File: src/hdl/hbr_pkg.sv
package hbr_pkg;

    localparam int HBR_MAX_BINS = 16;

    localparam int SAMPLE_W  = 32;
    localparam int BIN_NUM_W = 4;
    localparam int COUNT_W   = 31;
    localparam int CFG_IDX_W = 3;
    localparam int CFG_DATA_W = 32;

    localparam logic [CFG_IDX_W-1:0] CFG_BIN_LOW        = 3'd0;
    localparam logic [CFG_IDX_W-1:0] CFG_BIN_WIDTH      = 3'd1;
    localparam logic [CFG_IDX_W-1:0] CFG_BINS_IN_USE    = 3'd2;
    localparam logic [CFG_IDX_W-1:0] CFG_ROLLOVER_LIMIT = 3'd3;
    localparam logic [CFG_IDX_W-1:0] CFG_FORWARD_ENABLE = 3'd4;

    localparam logic signed [31:0] RST_BIN_LOW        = 32'sd0;
    localparam logic [30:0]        RST_BIN_WIDTH      = 31'd1;
    localparam logic [4:0]         RST_BINS_IN_USE    = 5'd16;
    localparam logic [30:0]        RST_ROLLOVER_LIMIT = 31'h7FFF_FFFF;
    localparam logic               RST_FORWARD_ENABLE = 1'b0;

    // Commands from the controller to the datapath.
    typedef struct packed {
        logic accept;
        logic div_load;
        logic div_step;
        logic clear;
        logic dump_start;
        logic dump_rd;
        logic dump_push;
        logic bin_rd;
        logic bin_wr;
    } t_dp_cmd;

    // Status from the datapath to the controller.
    typedef struct packed {
        logic roll_due;
        logic fwd_en;
        logic dump_last;
        logic div_done;
        logic out_free;
    } t_dp_status;

endpackage

File: src/hdl/hbr_if.sv
interface hbr_sample_if import hbr_pkg::*; ();
    logic                       valid;
    logic                       ready;
    logic signed [SAMPLE_W-1:0] sample_value;

    modport source (output valid, output sample_value, input ready);
    modport sink   (input valid, input sample_value, output ready);
endinterface

interface hbr_bin_if import hbr_pkg::*; ();
    logic                 valid;
    logic                 ready;
    logic [BIN_NUM_W-1:0] bin_number;
    logic [COUNT_W-1:0]   bin_count;
    logic                 last_bin;

    modport source (output valid, output bin_number, output bin_count, output last_bin,
                    input ready);
    modport sink   (input valid, input bin_number, input bin_count, input last_bin,
                    output ready);
endinterface

File: src/hdl/hbr_ctrl.sv
module hbr_ctrl import hbr_pkg::*; (
    input  logic       i_clk,
    input  logic       i_rst_n,
    input  logic       i_in_valid,
    output logic       o_in_ready,
    input  t_dp_status i_status,
    output t_dp_cmd    o_cmd
);

    localparam logic [2:0] S_IDLE = 3'd0;
    localparam logic [2:0] S_ROLL = 3'd1;
    localparam logic [2:0] S_DRD  = 3'd2;
    localparam logic [2:0] S_DOUT = 3'd3;
    localparam logic [2:0] S_DIV  = 3'd4;
    localparam logic [2:0] S_BRD  = 3'd5;
    localparam logic [2:0] S_BWR  = 3'd6;

    logic [2:0] r_state;
    logic [2:0] n_state;

    assign o_in_ready = (r_state == S_IDLE);

    always_comb begin
        n_state = r_state;
        o_cmd   = '0;
        case (r_state)
            S_IDLE: begin
                if (i_in_valid) begin
                    o_cmd.accept = 1'b1;
                    n_state      = S_ROLL;
                end
            end
            S_ROLL: begin
                // The total is checked before this item is counted.
                o_cmd.div_load = 1'b1;
                if (i_status.roll_due && i_status.fwd_en) begin
                    o_cmd.dump_start = 1'b1;
                    n_state          = S_DRD;
                end else begin
                    o_cmd.clear = i_status.roll_due;
                    n_state     = S_DIV;
                end
            end
            S_DRD: begin
                o_cmd.dump_rd = 1'b1;
                n_state       = S_DOUT;
            end
            S_DOUT: begin
                if (i_status.out_free) begin
                    o_cmd.dump_push = 1'b1;
                    if (i_status.dump_last) begin
                        o_cmd.clear = 1'b1;
                        n_state     = S_DIV;
                    end else begin
                        n_state = S_DRD;
                    end
                end
            end
            S_DIV: begin
                o_cmd.div_step = 1'b1;
                if (i_status.div_done) begin
                    n_state = S_BRD;
                end
            end
            S_BRD: begin
                o_cmd.bin_rd = 1'b1;
                n_state      = S_BWR;
            end
            S_BWR: begin
                o_cmd.bin_wr = 1'b1;
                n_state      = S_IDLE;
            end
            default: begin
                n_state = S_IDLE;
            end
        endcase
    end

    always_ff @(posedge i_clk) begin
        if (!i_rst_n) begin
            r_state <= S_IDLE;
        end else begin
            r_state <= n_state;
        end
    end

endmodule

File: src/hdl/hbr_datapath.sv
module hbr_datapath import hbr_pkg::*; #(
    parameter int MAX_BINS = HBR_MAX_BINS
) (
    input  logic                       i_clk,
    input  logic                       i_rst_n,
    input  logic                       i_cfg_wr_en,
    input  logic [CFG_IDX_W-1:0]       i_cfg_index,
    input  logic [CFG_DATA_W-1:0]      i_cfg_data,
    input  logic signed [SAMPLE_W-1:0] i_sample_value,
    input  t_dp_cmd                    i_cmd,
    output t_dp_status                 o_status,
    hbr_bin_if.source                  o_bin
);

    localparam int IW = (MAX_BINS > 1) ? $clog2(MAX_BINS) : 1;
    localparam int CW = $clog2(MAX_BINS + 1);

    // Configuration registers.
    logic signed [31:0] r_bin_low;
    logic [30:0]        r_bin_width;
    logic [4:0]         r_bins_in_use;
    logic [30:0]        r_roll_limit;
    logic               r_fwd_en;

    // Bin store with one valid bit per entry; an entry that is not valid reads as zero.
    logic [31:0]         r_mem [MAX_BINS];
    logic [MAX_BINS-1:0] r_valid;
    logic [31:0]         r_rd_data;
    logic                r_rd_ok;
    logic [31:0]         r_total;

    logic signed [SAMPLE_W-1:0] r_sample;
    logic [31:0] r_quo;
    logic [30:0] r_rem;
    logic        r_neg;
    logic [4:0]  r_step;
    logic [IW-1:0] r_bin;
    logic [IW-1:0] r_idx;

    logic                 r_ovalid;
    logic [BIN_NUM_W-1:0] r_out_num;
    logic [COUNT_W-1:0]   r_out_count;
    logic                 r_out_last;

    logic [CW-1:0] n_active;
    logic [IW-1:0] last_idx;
    logic [30:0]   width_eff;
    logic [32:0]   diff;
    logic [31:0]   shifted;
    logic [32:0]   trial;
    logic          ge;
    logic [IW-1:0] bin_sel;
    logic [IW-1:0] rd_addr;
    logic          out_free;

    always_comb begin
        if (r_bins_in_use == 5'd0) begin
            n_active = CW'(1);
        end else if (32'(r_bins_in_use) > 32'(MAX_BINS)) begin
            n_active = CW'(MAX_BINS);
        end else begin
            n_active = CW'(r_bins_in_use);
        end
    end

    assign last_idx  = IW'(n_active - CW'(1));
    assign width_eff = (r_bin_width == 31'd0) ? 31'd1 : r_bin_width;

    // The difference is exact in 33 bits; a negative one always lands in bin 0.
    assign diff    = {r_sample[SAMPLE_W-1], r_sample} - {r_bin_low[31], r_bin_low};
    assign shifted = {r_rem, r_quo[31]};
    assign trial   = {1'b0, shifted} - {2'b00, width_eff};
    assign ge      = !trial[32];

    always_comb begin
        if (r_neg) begin
            bin_sel = '0;
        end else if (r_quo >= 32'(n_active)) begin
            bin_sel = last_idx;
        end else begin
            bin_sel = IW'(r_quo);
        end
    end

    assign rd_addr  = i_cmd.dump_rd ? r_idx : bin_sel;
    assign out_free = !r_ovalid || o_bin.ready;

    assign o_status.roll_due  = (r_total >= {1'b0, r_roll_limit});
    assign o_status.fwd_en    = r_fwd_en;
    assign o_status.dump_last = (r_idx == last_idx);
    assign o_status.div_done  = (r_step == 5'd31);
    assign o_status.out_free  = out_free;

    assign o_bin.valid      = r_ovalid;
    assign o_bin.bin_number = r_out_num;
    assign o_bin.bin_count  = r_out_count;
    assign o_bin.last_bin   = r_out_last;

    always_ff @(posedge i_clk) begin
        if (!i_rst_n) begin
            r_bin_low     <= RST_BIN_LOW;
            r_bin_width   <= RST_BIN_WIDTH;
            r_bins_in_use <= RST_BINS_IN_USE;
            r_roll_limit  <= RST_ROLLOVER_LIMIT;
            r_fwd_en      <= RST_FORWARD_ENABLE;
        end else if (i_cfg_wr_en) begin
            case (i_cfg_index)
                CFG_BIN_LOW:        r_bin_low     <= signed'(i_cfg_data);
                CFG_BIN_WIDTH:      r_bin_width   <= i_cfg_data[30:0];
                CFG_BINS_IN_USE:    r_bins_in_use <= i_cfg_data[4:0];
                CFG_ROLLOVER_LIMIT: r_roll_limit  <= i_cfg_data[30:0];
                CFG_FORWARD_ENABLE: r_fwd_en      <= i_cfg_data[0];
                default: begin
                end
            endcase
        end
    end

    always_ff @(posedge i_clk) begin
        if (!i_rst_n) begin
            r_valid <= '0;
            r_total <= '0;
        end else if (i_cmd.clear) begin
            r_valid <= '0;
            r_total <= '0;
        end else if (i_cmd.bin_wr) begin
            r_valid[r_bin] <= 1'b1;
            r_total        <= r_total + 32'd1;
        end
    end

    always_ff @(posedge i_clk) begin
        if (i_cmd.bin_wr) begin
            r_mem[r_bin] <= (r_rd_ok ? r_rd_data : 32'd0) + 32'd1;
        end
    end

    always_ff @(posedge i_clk) begin
        if (i_cmd.dump_rd || i_cmd.bin_rd) begin
            r_rd_data <= r_mem[rd_addr];
            r_rd_ok   <= r_valid[rd_addr];
        end
        if (i_cmd.bin_rd) begin
            r_bin <= bin_sel;
        end
    end

    // Restoring divider, one quotient bit per cycle.
    always_ff @(posedge i_clk) begin
        if (i_cmd.accept) begin
            r_sample <= i_sample_value;
        end
        if (i_cmd.div_load) begin
            r_quo  <= diff[31:0];
            r_neg  <= diff[32];
            r_rem  <= '0;
            r_step <= '0;
        end else if (i_cmd.div_step) begin
            r_rem  <= ge ? trial[30:0] : shifted[30:0];
            r_quo  <= {r_quo[30:0], ge};
            r_step <= r_step + 5'd1;
        end
    end

    always_ff @(posedge i_clk) begin
        if (i_cmd.dump_start) begin
            r_idx <= '0;
        end else if (i_cmd.dump_push) begin
            r_idx <= r_idx + IW'(1);
        end
    end

    always_ff @(posedge i_clk) begin
        if (!i_rst_n) begin
            r_ovalid <= 1'b0;
        end else if (i_cmd.dump_push) begin
            r_ovalid <= 1'b1;
        end else if (o_bin.ready) begin
            r_ovalid <= 1'b0;
        end
    end

    always_ff @(posedge i_clk) begin
        if (i_cmd.dump_push) begin
            r_out_num   <= BIN_NUM_W'(r_idx);
            r_out_count <= r_rd_ok ? r_rd_data[COUNT_W-1:0] : '0;
            r_out_last  <= (r_idx == last_idx);
        end
    end

endmodule

File: src/hdl/histogram_binner_with_rollover.sv
// Channel   Direction  Payload                              Handshake
// i_sample  in         sample_value                         valid/ready
// o_bin     out        bin_number, bin_count, last_bin      valid/ready
// cfg       in         i_cfg_index, i_cfg_data              i_cfg_wr_en, no wait
//
// A new item is accepted only after the previous one has passed the rollover check, the
// 32-step restoring divider that forms the bin index, and the bin read and write.
// A forwarded rollover adds a read and a push per bin in use, plus any output stall.
// Reset clears the bin store at once through per-entry valid bits; no clearing pass.
// The last dumped result may wait in the output register while the next item proceeds.
module histogram_binner_with_rollover import hbr_pkg::*; #(
    parameter int MAX_BINS = HBR_MAX_BINS
) (
    input  logic                  i_clk,
    input  logic                  i_rst_n,
    input  logic                  i_cfg_wr_en,
    input  logic [CFG_IDX_W-1:0]  i_cfg_index,
    input  logic [CFG_DATA_W-1:0] i_cfg_data,
    hbr_sample_if.sink            i_sample,
    hbr_bin_if.source             o_bin
);

    t_dp_cmd    cmd;
    t_dp_status status;
    logic       in_ready;

    assign i_sample.ready = in_ready;

    hbr_ctrl u_ctrl (
        .i_clk      (i_clk),
        .i_rst_n    (i_rst_n),
        .i_in_valid (i_sample.valid),
        .o_in_ready (in_ready),
        .i_status   (status),
        .o_cmd      (cmd)
    );

    hbr_datapath #(
        .MAX_BINS (MAX_BINS)
    ) u_datapath (
        .i_clk          (i_clk),
        .i_rst_n        (i_rst_n),
        .i_cfg_wr_en    (i_cfg_wr_en),
        .i_cfg_index    (i_cfg_index),
        .i_cfg_data     (i_cfg_data),
        .i_sample_value (i_sample.sample_value),
        .i_cmd          (cmd),
        .o_status       (status),
        .o_bin          (o_bin)
    );

endmodule
File: src/flat_wrapper.sv
// flat-port wrapper written by rule: the top's interface ports become plain ports
module histogram_binner_with_rollover_flat import hbr_pkg::*;
#(
    parameter int MAX_BINS = HBR_MAX_BINS
)
  (i_clk, i_rst_n, i_cfg_wr_en, i_cfg_index, i_cfg_data, i_sample_valid, i_sample_sample_value, i_sample_ready, o_bin_valid, o_bin_bin_number, o_bin_bin_count, o_bin_last_bin, o_bin_ready);
  hbr_sample_if i_sample_i ();
  hbr_bin_if o_bin_i ();
  input  logic i_clk;
  input  logic i_rst_n;
  input  logic i_cfg_wr_en;
  input  logic [CFG_IDX_W-1:0] i_cfg_index;
  input  logic [CFG_DATA_W-1:0] i_cfg_data;
  input wire logic [$bits(i_sample_i.valid)-1:0] i_sample_valid;
  input wire logic [$bits(i_sample_i.sample_value)-1:0] i_sample_sample_value;
  output wire logic [$bits(i_sample_i.ready)-1:0] i_sample_ready;
  output wire logic [$bits(o_bin_i.valid)-1:0] o_bin_valid;
  output wire logic [$bits(o_bin_i.bin_number)-1:0] o_bin_bin_number;
  output wire logic [$bits(o_bin_i.bin_count)-1:0] o_bin_bin_count;
  output wire logic [$bits(o_bin_i.last_bin)-1:0] o_bin_last_bin;
  input wire logic [$bits(o_bin_i.ready)-1:0] o_bin_ready;
  assign i_sample_i.valid = i_sample_valid;
  assign i_sample_i.sample_value = i_sample_sample_value;
  assign i_sample_ready = i_sample_i.ready;
  assign o_bin_valid = o_bin_i.valid;
  assign o_bin_bin_number = o_bin_i.bin_number;
  assign o_bin_bin_count = o_bin_i.bin_count;
  assign o_bin_last_bin = o_bin_i.last_bin;
  assign o_bin_i.ready = o_bin_ready;
  histogram_binner_with_rollover #(.MAX_BINS(MAX_BINS)) u_core (.i_clk(i_clk), .i_rst_n(i_rst_n), .i_cfg_wr_en(i_cfg_wr_en), .i_cfg_index(i_cfg_index), .i_cfg_data(i_cfg_data), .i_sample(i_sample_i), .o_bin(o_bin_i));
endmodule
File: config.mk
export PLATFORM = sky130hd
export DESIGN_NAME = histogram_binner_with_rollover_flat
export DESIGN_NICKNAME = d
export VERILOG_FILES = /design/src/hdl/hbr_pkg.sv /design/src/hdl/hbr_if.sv /design/src/hdl/hbr_ctrl.sv /design/src/hdl/hbr_datapath.sv /design/src/hdl/histogram_binner_with_rollover.sv /design/src/flat_wrapper.sv
export SDC_FILE = /design/constraint.sdc
export NUM_CORES = 1
export LEC_CHECK = 0
export BUFFER_PORTS_ARGS = -buffer_cell sky130_fd_sc_hd__buf_4
export CELL_PAD_IN_SITES_DETAIL_PLACEMENT = 0
export CELL_PAD_IN_SITES_GLOBAL_PLACEMENT = 1
export CORE_UTILIZATION = 48
export CTS_BUF_LIST = sky130_fd_sc_hd__clkbuf_2
export DETAILED_ROUTE_END_ITERATION = 16
export GPL_ROUTABILITY_DRIVEN = 0
export PLACE_DENSITY_LB_ADDON = 0.1
export SKIP_LAST_GASP = 1
export SYNTH_ARGS = -nofsm -noshare
export SYNTH_HDL_FRONTEND = slang
export SYNTH_SLANG_ARGS = --single-unit
export TNS_END_PERCENT = 20
File: constraint.sdc
create_clock -name i_clk -period 4.23 [get_ports i_clk]
set_input_delay 0.6345 -clock i_clk [delete_from_list [all_inputs] [get_ports i_clk]]
set_output_delay 0.6345 -clock i_clk [all_outputs]
set_load 0.1 [all_outputs]
### After elaboration in Yosys (flattened, before gate mapping)

Memories as Yosys holds them, arrays and structs flattened. A register that Yosys moved wholly into a read port is not among the register bits.
Cells that the tools add are included.

| operators by class | value |
|---|---|
| add/sub/neg operators | 7 |
| $lt $le $gt $ge | 6 |
| equal/unequal tests | 15 |
| multiplexer cells | 39 |
| bitwise logic cells | 2 |
| reductions and logical operators | 19 |

Operator list:

| operator | number |
|---|---|
| 32-bit 2-to-1 mux | 3 |
| 32-bit by 1-bit adder with 32-bit output (second input constant) | 2 |
| 31-bit 2-to-1 mux | 2 |
| 32-bit by 31-bit subtractor with 33-bit output | 1 |
| 32-bit by 32-bit subtractor with 33-bit output | 1 |
| 32-bit by 31-bit greater-or-equal comparator with 1-bit output | 1 |
| 32-bit by 5-bit greater-or-equal comparator with 1-bit output | 1 |
| 31-bit logical NOT | 1 |
| 1-bit 2-to-1 mux | 20 |
| 3-bit case mux with 6 select lines | 1 |
| 16-bit bitwise OR | 1 |
| 3-bit 2-to-1 mux | 5 |
| 3-bit by 2-bit equality test with 1-bit output (second input constant) | 4 |
| 3-bit equality test (second input constant) | 4 |
| 4-bit 2-to-1 mux | 3 |
| 4-bit by 5-bit < comparator with 1-bit output (second input constant) | 2 |
| 5-bit 2-to-1 mux | 2 |
| 2-bit AND reduction | 5 |
| 3-bit by 1-bit equality test with 1-bit output (second input constant) | 2 |
| 3-bit logical NOT | 2 |
| 5-bit by 1-bit adder with 5-bit output (second input constant) | 1 |
| 5-bit equality test (second input constant) | 1 |
| 5-bit > comparator (second input constant) | 1 |
| 5-bit logical NOT | 1 |
| other kinds (16) | 21 |

| word-level totals | value |
|---|---|
| register bits after elaboration | 298 |
| RAM bits | 512 |
| output and inout port bits | 38 |
| memories | 1 |

Memories:

| name | words | bits a word | rd ports | clocked after Yosys merged registers in | write ports | RTL line | text |
|---|---|---|---|---|---|---|---|
| u_core.u_datapath.r_mem | 16 | 32 | 1 | 1 | 1 | hbr_datapath.sv:26 | `logic [31:0] r_mem [MAX_BINS];` |

### Longest topological paths before layout

| depth | value |
|---|---|
| depth in word-level cells | 9 |
| mapped depth | 16 |
| gate-level depth less buffers | 14 |

### Modules after synthesis

Synthesis repeated with hierarchy kept, for this count alone.

| unflattened totals | value |
|---|---|
| cells, all modules | 3161 |
| area total of the unflattened synthesis | 36333.6 um2 |

Modules (own cells, without submodules):

| module | times used | cells each | area an instance (um2) |
|---|---|---|---|
| hbr_datapath | 1 | 3124 | 36068.3 |
| hbr_ctrl | 1 | 37 | 265.3 |

### Worst setup path after synthesis

Ideal clock, no wire load.

| timing path | value |
|---|---|
| path kind | register to register |
| start point | register u_core.u_ctrl.r_state[0] |
| end point | register u_core.u_datapath.r_sample[0], enable pin |
| setup time | 392 ps |
| arrival time | 3693 ps |
| data required time | 3838 ps |
| slack | 145 ps |
| stages on the path, launching flop included | 4 |
| period minus slack after synthesis | 4085 ps |
| path through | dfxtp_1 -> clkbuf_1 -> nor3_1 -> and2_1 |

RTL lines:

| element | RTL line | text |
|---|---|---|
| from (decl) | hbr_ctrl.sv:18 | `logic [2:0] r_state;` |
| from (signal assigned) | hbr_ctrl.sv:83 | `r_state <= n_state;` |
| to (signal assigned) | hbr_datapath.sv:151 | `r_sample <= i_sample_value;` |
| to (decl) | hbr_datapath.sv:32 | `logic signed [SAMPLE_W-1:0] r_sample;` |

### Worst setup path in the final report

| timing path | value |
|---|---|
| start point | register u_core.u_datapath.r_bin_width[1] |
| end point | register u_core.u_datapath.r_rem[14] |

| between the ends | value |
|---|---|
| longest elaborated chain between the ends | 4 |

RTL lines:

| element | RTL line | text |
|---|---|---|
| from (decl) | hbr_datapath.sv:20 | `logic [30:0] r_bin_width;` |
| from (signal assigned) | hbr_datapath.sv:109 | `CFG_BIN_WIDTH: r_bin_width <= i_cfg_data[30:0];` |
| 31-bit logical NOT | hbr_datapath.sv:67 | `assign width_eff = (r_bin_width == 31'd0) ? 31'd1 : r_bin_width;` |
| 31-bit 2-to-1 mux (*) | hbr_datapath.sv:67 |  |
| 32-bit by 31-bit subtractor with 33-bit output (*) | hbr_datapath.sv:72 | `assign trial = {1'b0, shifted} - {2'b00, width_eff};` |
| 31-bit 2-to-1 mux (*) | hbr_datapath.sv:159 | `r_rem <= ge ? trial[30:0] : shifted[30:0];` |
| to (signal assigned) | hbr_datapath.sv:159 |  |
| to (decl) | hbr_datapath.sv:34 | `logic [30:0] r_rem;` |

Every way passes the cells marked *; elsewhere a longest branch is shown, timed or not.
A chain may end at the register's enable or synchronous reset.

==> impl_metrics.csv <==
group,metric,value,unit
drt,drt-pass1-iter-count,8,
sta,grt_setup_unrepaired,"false",
logic_synthesis,synth_ff_type,"edfxtp_1",
power,finalPower,18.1,mW
final_layout,multi_input_area,0.0126,mm^2
clocking,cts_sinks,825,
logic_synthesis,synth_nets,3164,
logic_synthesis,synth_cell_types,92,
clocking,cts_tree,"done",
logic_synthesis,yosysWarnings,0,
sta,finalSetupViolations,0,
logic_synthesis,syn_avg_cell_area,12.2,um^2
critical_path,required,5520,ps
grt,grtUsageTotal,25.3,%
clocking,clk_latency,1490,ps
power,p_per_area,428,mW/mm^2
critical_path,slowest_stage,"a21oi_4",
logic_synthesis,synth-edff-count,633,
drt,ant_nets,0,
final_layout,stdcell_count,4554,
clocking,cts_root_buf,"clkbuf_2",
grt,grt-ovfl-total,0,
sta,hold_violations,0,
grt,grt_pass1_wl,149000,um
logic_synthesis,syn_area,0.0365,mm^2
final_layout,num-fill-cells,6388,
die,start_util,48.8,%
drt,first_iter_violations,1890,
placed_design,io_buffer_count,109,
power,leakagePower,16.0,nW
min_path,min_from,"i_cfg_data[3]",
sta,slew_violations,0,
critical_path,r2r_start,"u_core.u_datapath.r_bin_width[1]",
critical_path,critPathMaxFanout,22,
die,dieArea,0.0772,mm^2
clocking,clock_path_buffers,3,
placed_design,detailed_place_hpwl,59400,um
critical_path,cp_slowest_stage_delay,600,ps
critical_path,startpoint_type,"flop",
logic_synthesis,synth_top_area_cell,"edfxtp_1",
clocking,cts.htree.levels,4,
critical_path,critPathCaptureType,"flop",
logic_synthesis,syn_inst,2985,
critical_path,cp.arrival,5150,ps
grt,grt_max_degree,93,
clocking,post-cts-setup-buffers,0,
sta,min_period,3850,ps
sta,slew_headroom,18.2,%
drt,wl_per_cell,21.4,um
grt,antenna_found_initial,2,
critical_path,path_cells,"nor4_1 -> nand4_1 -> o21bai_1 -> ha_1 -> fa_1 -> nor2b_1 -> o31a_1 -> o211ai_1 -> a21bo_2 -> a21oi_1 -> o2111ai_1 -> a21oi_4 -> buf_12 -> mux2i_1 -> o21ai_0",
die,fp.dieW,278,um
sta,hold_ws,143,ps
clocking,cts-buffers-inserted,211,
sta,fmax,0.260,GHz
sta,setup_ws,377,ps
sta,tightest_slew,1220,ps
critical_path,crit_type,"reg2reg",
placed_design,pre_cts_ws,379,ps
logic_synthesis,synth-seq-cells,825,
clocking,clk_pin_slew,100,ps
logic_synthesis,synth_most_common_cell,"edfxtp_1",
critical_path,startpoint,"u_core.u_datapath.r_bin_width[1]",
final_layout,final_nets,3587,
logic_synthesis,ys_seq_area_share,62.6,%
power,vdd_drop_max,0.000346,V
grt,grt_pass1_vias,26000,
min_path,hold_path.class,"in2reg",
die,fp-row-count,100,
sta,period_share,91.1,%
final_layout,final_core_utilization,56.7,%
logic_synthesis,yosys-top-cells-count,"633 x edfxtp_1, 540 x nand2_1, 192 x dfxtp_1, 170 x mux2i_1, 125 x inv_1",
drt,finalWirelength,97300,um
placed_design,place_area,0.0388,mm^2
final_layout,syn_to_final_growth,16.0,%
sta,setup_tns,0,ps
run,maxCapViolCount,0,
die,dieHeight,278,um
drt,drc,0,
placed_design,dp.cells,3999,
die,core_area,0.0748,mm^2
sta,skew,138,ps
drt,viasPerCell,5.56,
final_layout,regArea,0.0229,mm^2
final_layout,drive_gt1_share,16.4,%
logic_synthesis,yosys.area.top_type_share,52.0,%
final_layout,stdcell_area,0.0424,mm^2
die,io_pins,110,
drt,vias,25300,
logic_synthesis,yosys-top-cells-area,"edfxtp_1 52%, dfxtp_1 11%, nand2_1 5.5%, mux2i_1 4.7%, ha_1 3.6%",
logic_synthesis,synthArstFlopShare,0,%
outcome,status,"complete, no violations",
==> kinds of logic (layout without fill, tap and decap cells) <==
logic type | count (synthesis) | in the layout | synth area share [%]
simple gates | 969 | 969 | 12.5
flops | 825 | 825 | 62.6
compound gates | 527 | 527 | 10.4
buf+inv | 270 | 861 | 3.38
mux | 174 | 174 | 4.83
xor+xnor | 113 | 113 | 2.71
fa+ha+maj | 107 | 107 | 3.71
other cells | 0 | 9 | 0
==> repair_timing <==
item	4_1_cts	5_1_grt
endpoints found under the setup margin	0	0
gates resized for setup	0	0
hold buffers	165	0
hold endpoints to repair	162	0
==> sequential cells by signal, indices dropped and copies added (netlist names), 3 cells and up <==
| signal | count |
|---|---|
| u_core.u_datapath.r_bin_width | 31 |
| u_core.u_datapath.r_bin | 4 |
| u_core.u_datapath.r_rd_data | 31 |
| u_core.u_datapath.o_bin.bin_count | 31 |
| u_core.u_datapath.o_bin.bin_number | 4 |
| u_core.u_datapath.r_total | 32 |
| u_core.u_datapath.r_step | 5 |
| u_core.u_datapath.r_bins_in_use | 5 |
| u_core.u_datapath.r_rem | 31 |
| u_core.u_datapath.r_quo | 32 |
| u_core.u_datapath.r_mem | 496 |
| u_core.u_datapath.r_sample | 32 |
| u_core.u_datapath.r_idx | 4 |
| u_core.u_datapath.r_bin_low | 32 |
| u_core.u_datapath.r_roll_limit | 31 |
| u_core.u_ctrl.r_state | 3 |
| u_core.u_datapath.r_valid | 16 |
==> area by class of cell <==
class,count,share of cell area [%]
tap,969,2.86
clock buffer,314,3.71
antenna,9,0.0531
inverter,125,1.11
sequential,825,53.9
clock inverter,67,0.882
timing repair buffer,355,7.67
multi-input combinational,1890,29.8
==> worst paths after layout <==
| kind | to | slack, ps | depth (start not counted) |
|---|---|---|---|
| setup / recovery | u_core.u_datapath.r_rem[14] | 380 | 15 |
| hold / removal | u_core.u_datapath.r_roll_limit[3] | 140 | 4 |
| setup reg to reg | u_core.u_datapath.r_rem[14] | 380 | 15 |
| hold reg to reg | u_core.u_datapath.r_step[4] | 470 | 2 |
==> routing by layer <==
metal	track usage, %	wire length, um
met5	0	0
met4	8.56	1890
met3	4.31	5240
met2	44.4	49800
met1	31.4	40400
==> worst max-delay path: cells and delay by family (launching register included) <==
kind,cells,cell delay (ps)
AO/OA/AOI/OAI,8,1780
adder cells (fa/ha/maj),2,630
flip-flops,1,440
AND/OR/NAND/NOR,3,350
buffers and inverters,1,290
multiplexers,1,200
==> report_power, final <==
part / switching (mW) / internal (mW) / leakage [nW] / total (mW)
combinational: 1.99 / 1.63 / 7.14 / 3.62
clock: 3.32 / 2.15 / 1.48 / 5.47
sequential: 0.156 / 8.90 / 7.34 / 9.05
total: 5.47 / 12.7 / 16.0 / 18.1
==> placed cells by master, fill, tap and decap left out, drive strengths merged, types with 15 or more instances in the layout <==
| cell | synthesis | routed |
|---|---|---|
| clkbuf | 75 | 314 |
| and3 | 21 | 21 |
| inv | 125 | 134 |
| nor2b | 15 | 15 |
| dfxtp | 192 | 192 |
| nor3 | 70 | 70 |
| ha | 105 | 105 |
| edfxtp | 633 | 633 |
| nor2 | 91 | 91 |
| o21ai | 96 | 96 |
| xor2 | 58 | 58 |
| clkinv | 0 | 56 |
| xnor2 | 55 | 55 |
| and2 | 53 | 53 |
| dlygate4sd3 | 0 | 165 |
| nand3 | 45 | 45 |
| a21o | 32 | 32 |
| a32oi | 121 | 121 |
| nand4 | 21 | 21 |
| a21oi | 74 | 74 |
| a21boi | 71 | 71 |
| and4 | 39 | 39 |
| mux2i | 173 | 173 |
| o211ai | 45 | 45 |
| buf | 70 | 190 |
| nand2 | 542 | 542 |
| nand2b | 22 | 22 |
| nor4 | 16 | 16 |
Power figures use the tool's default switching activity.
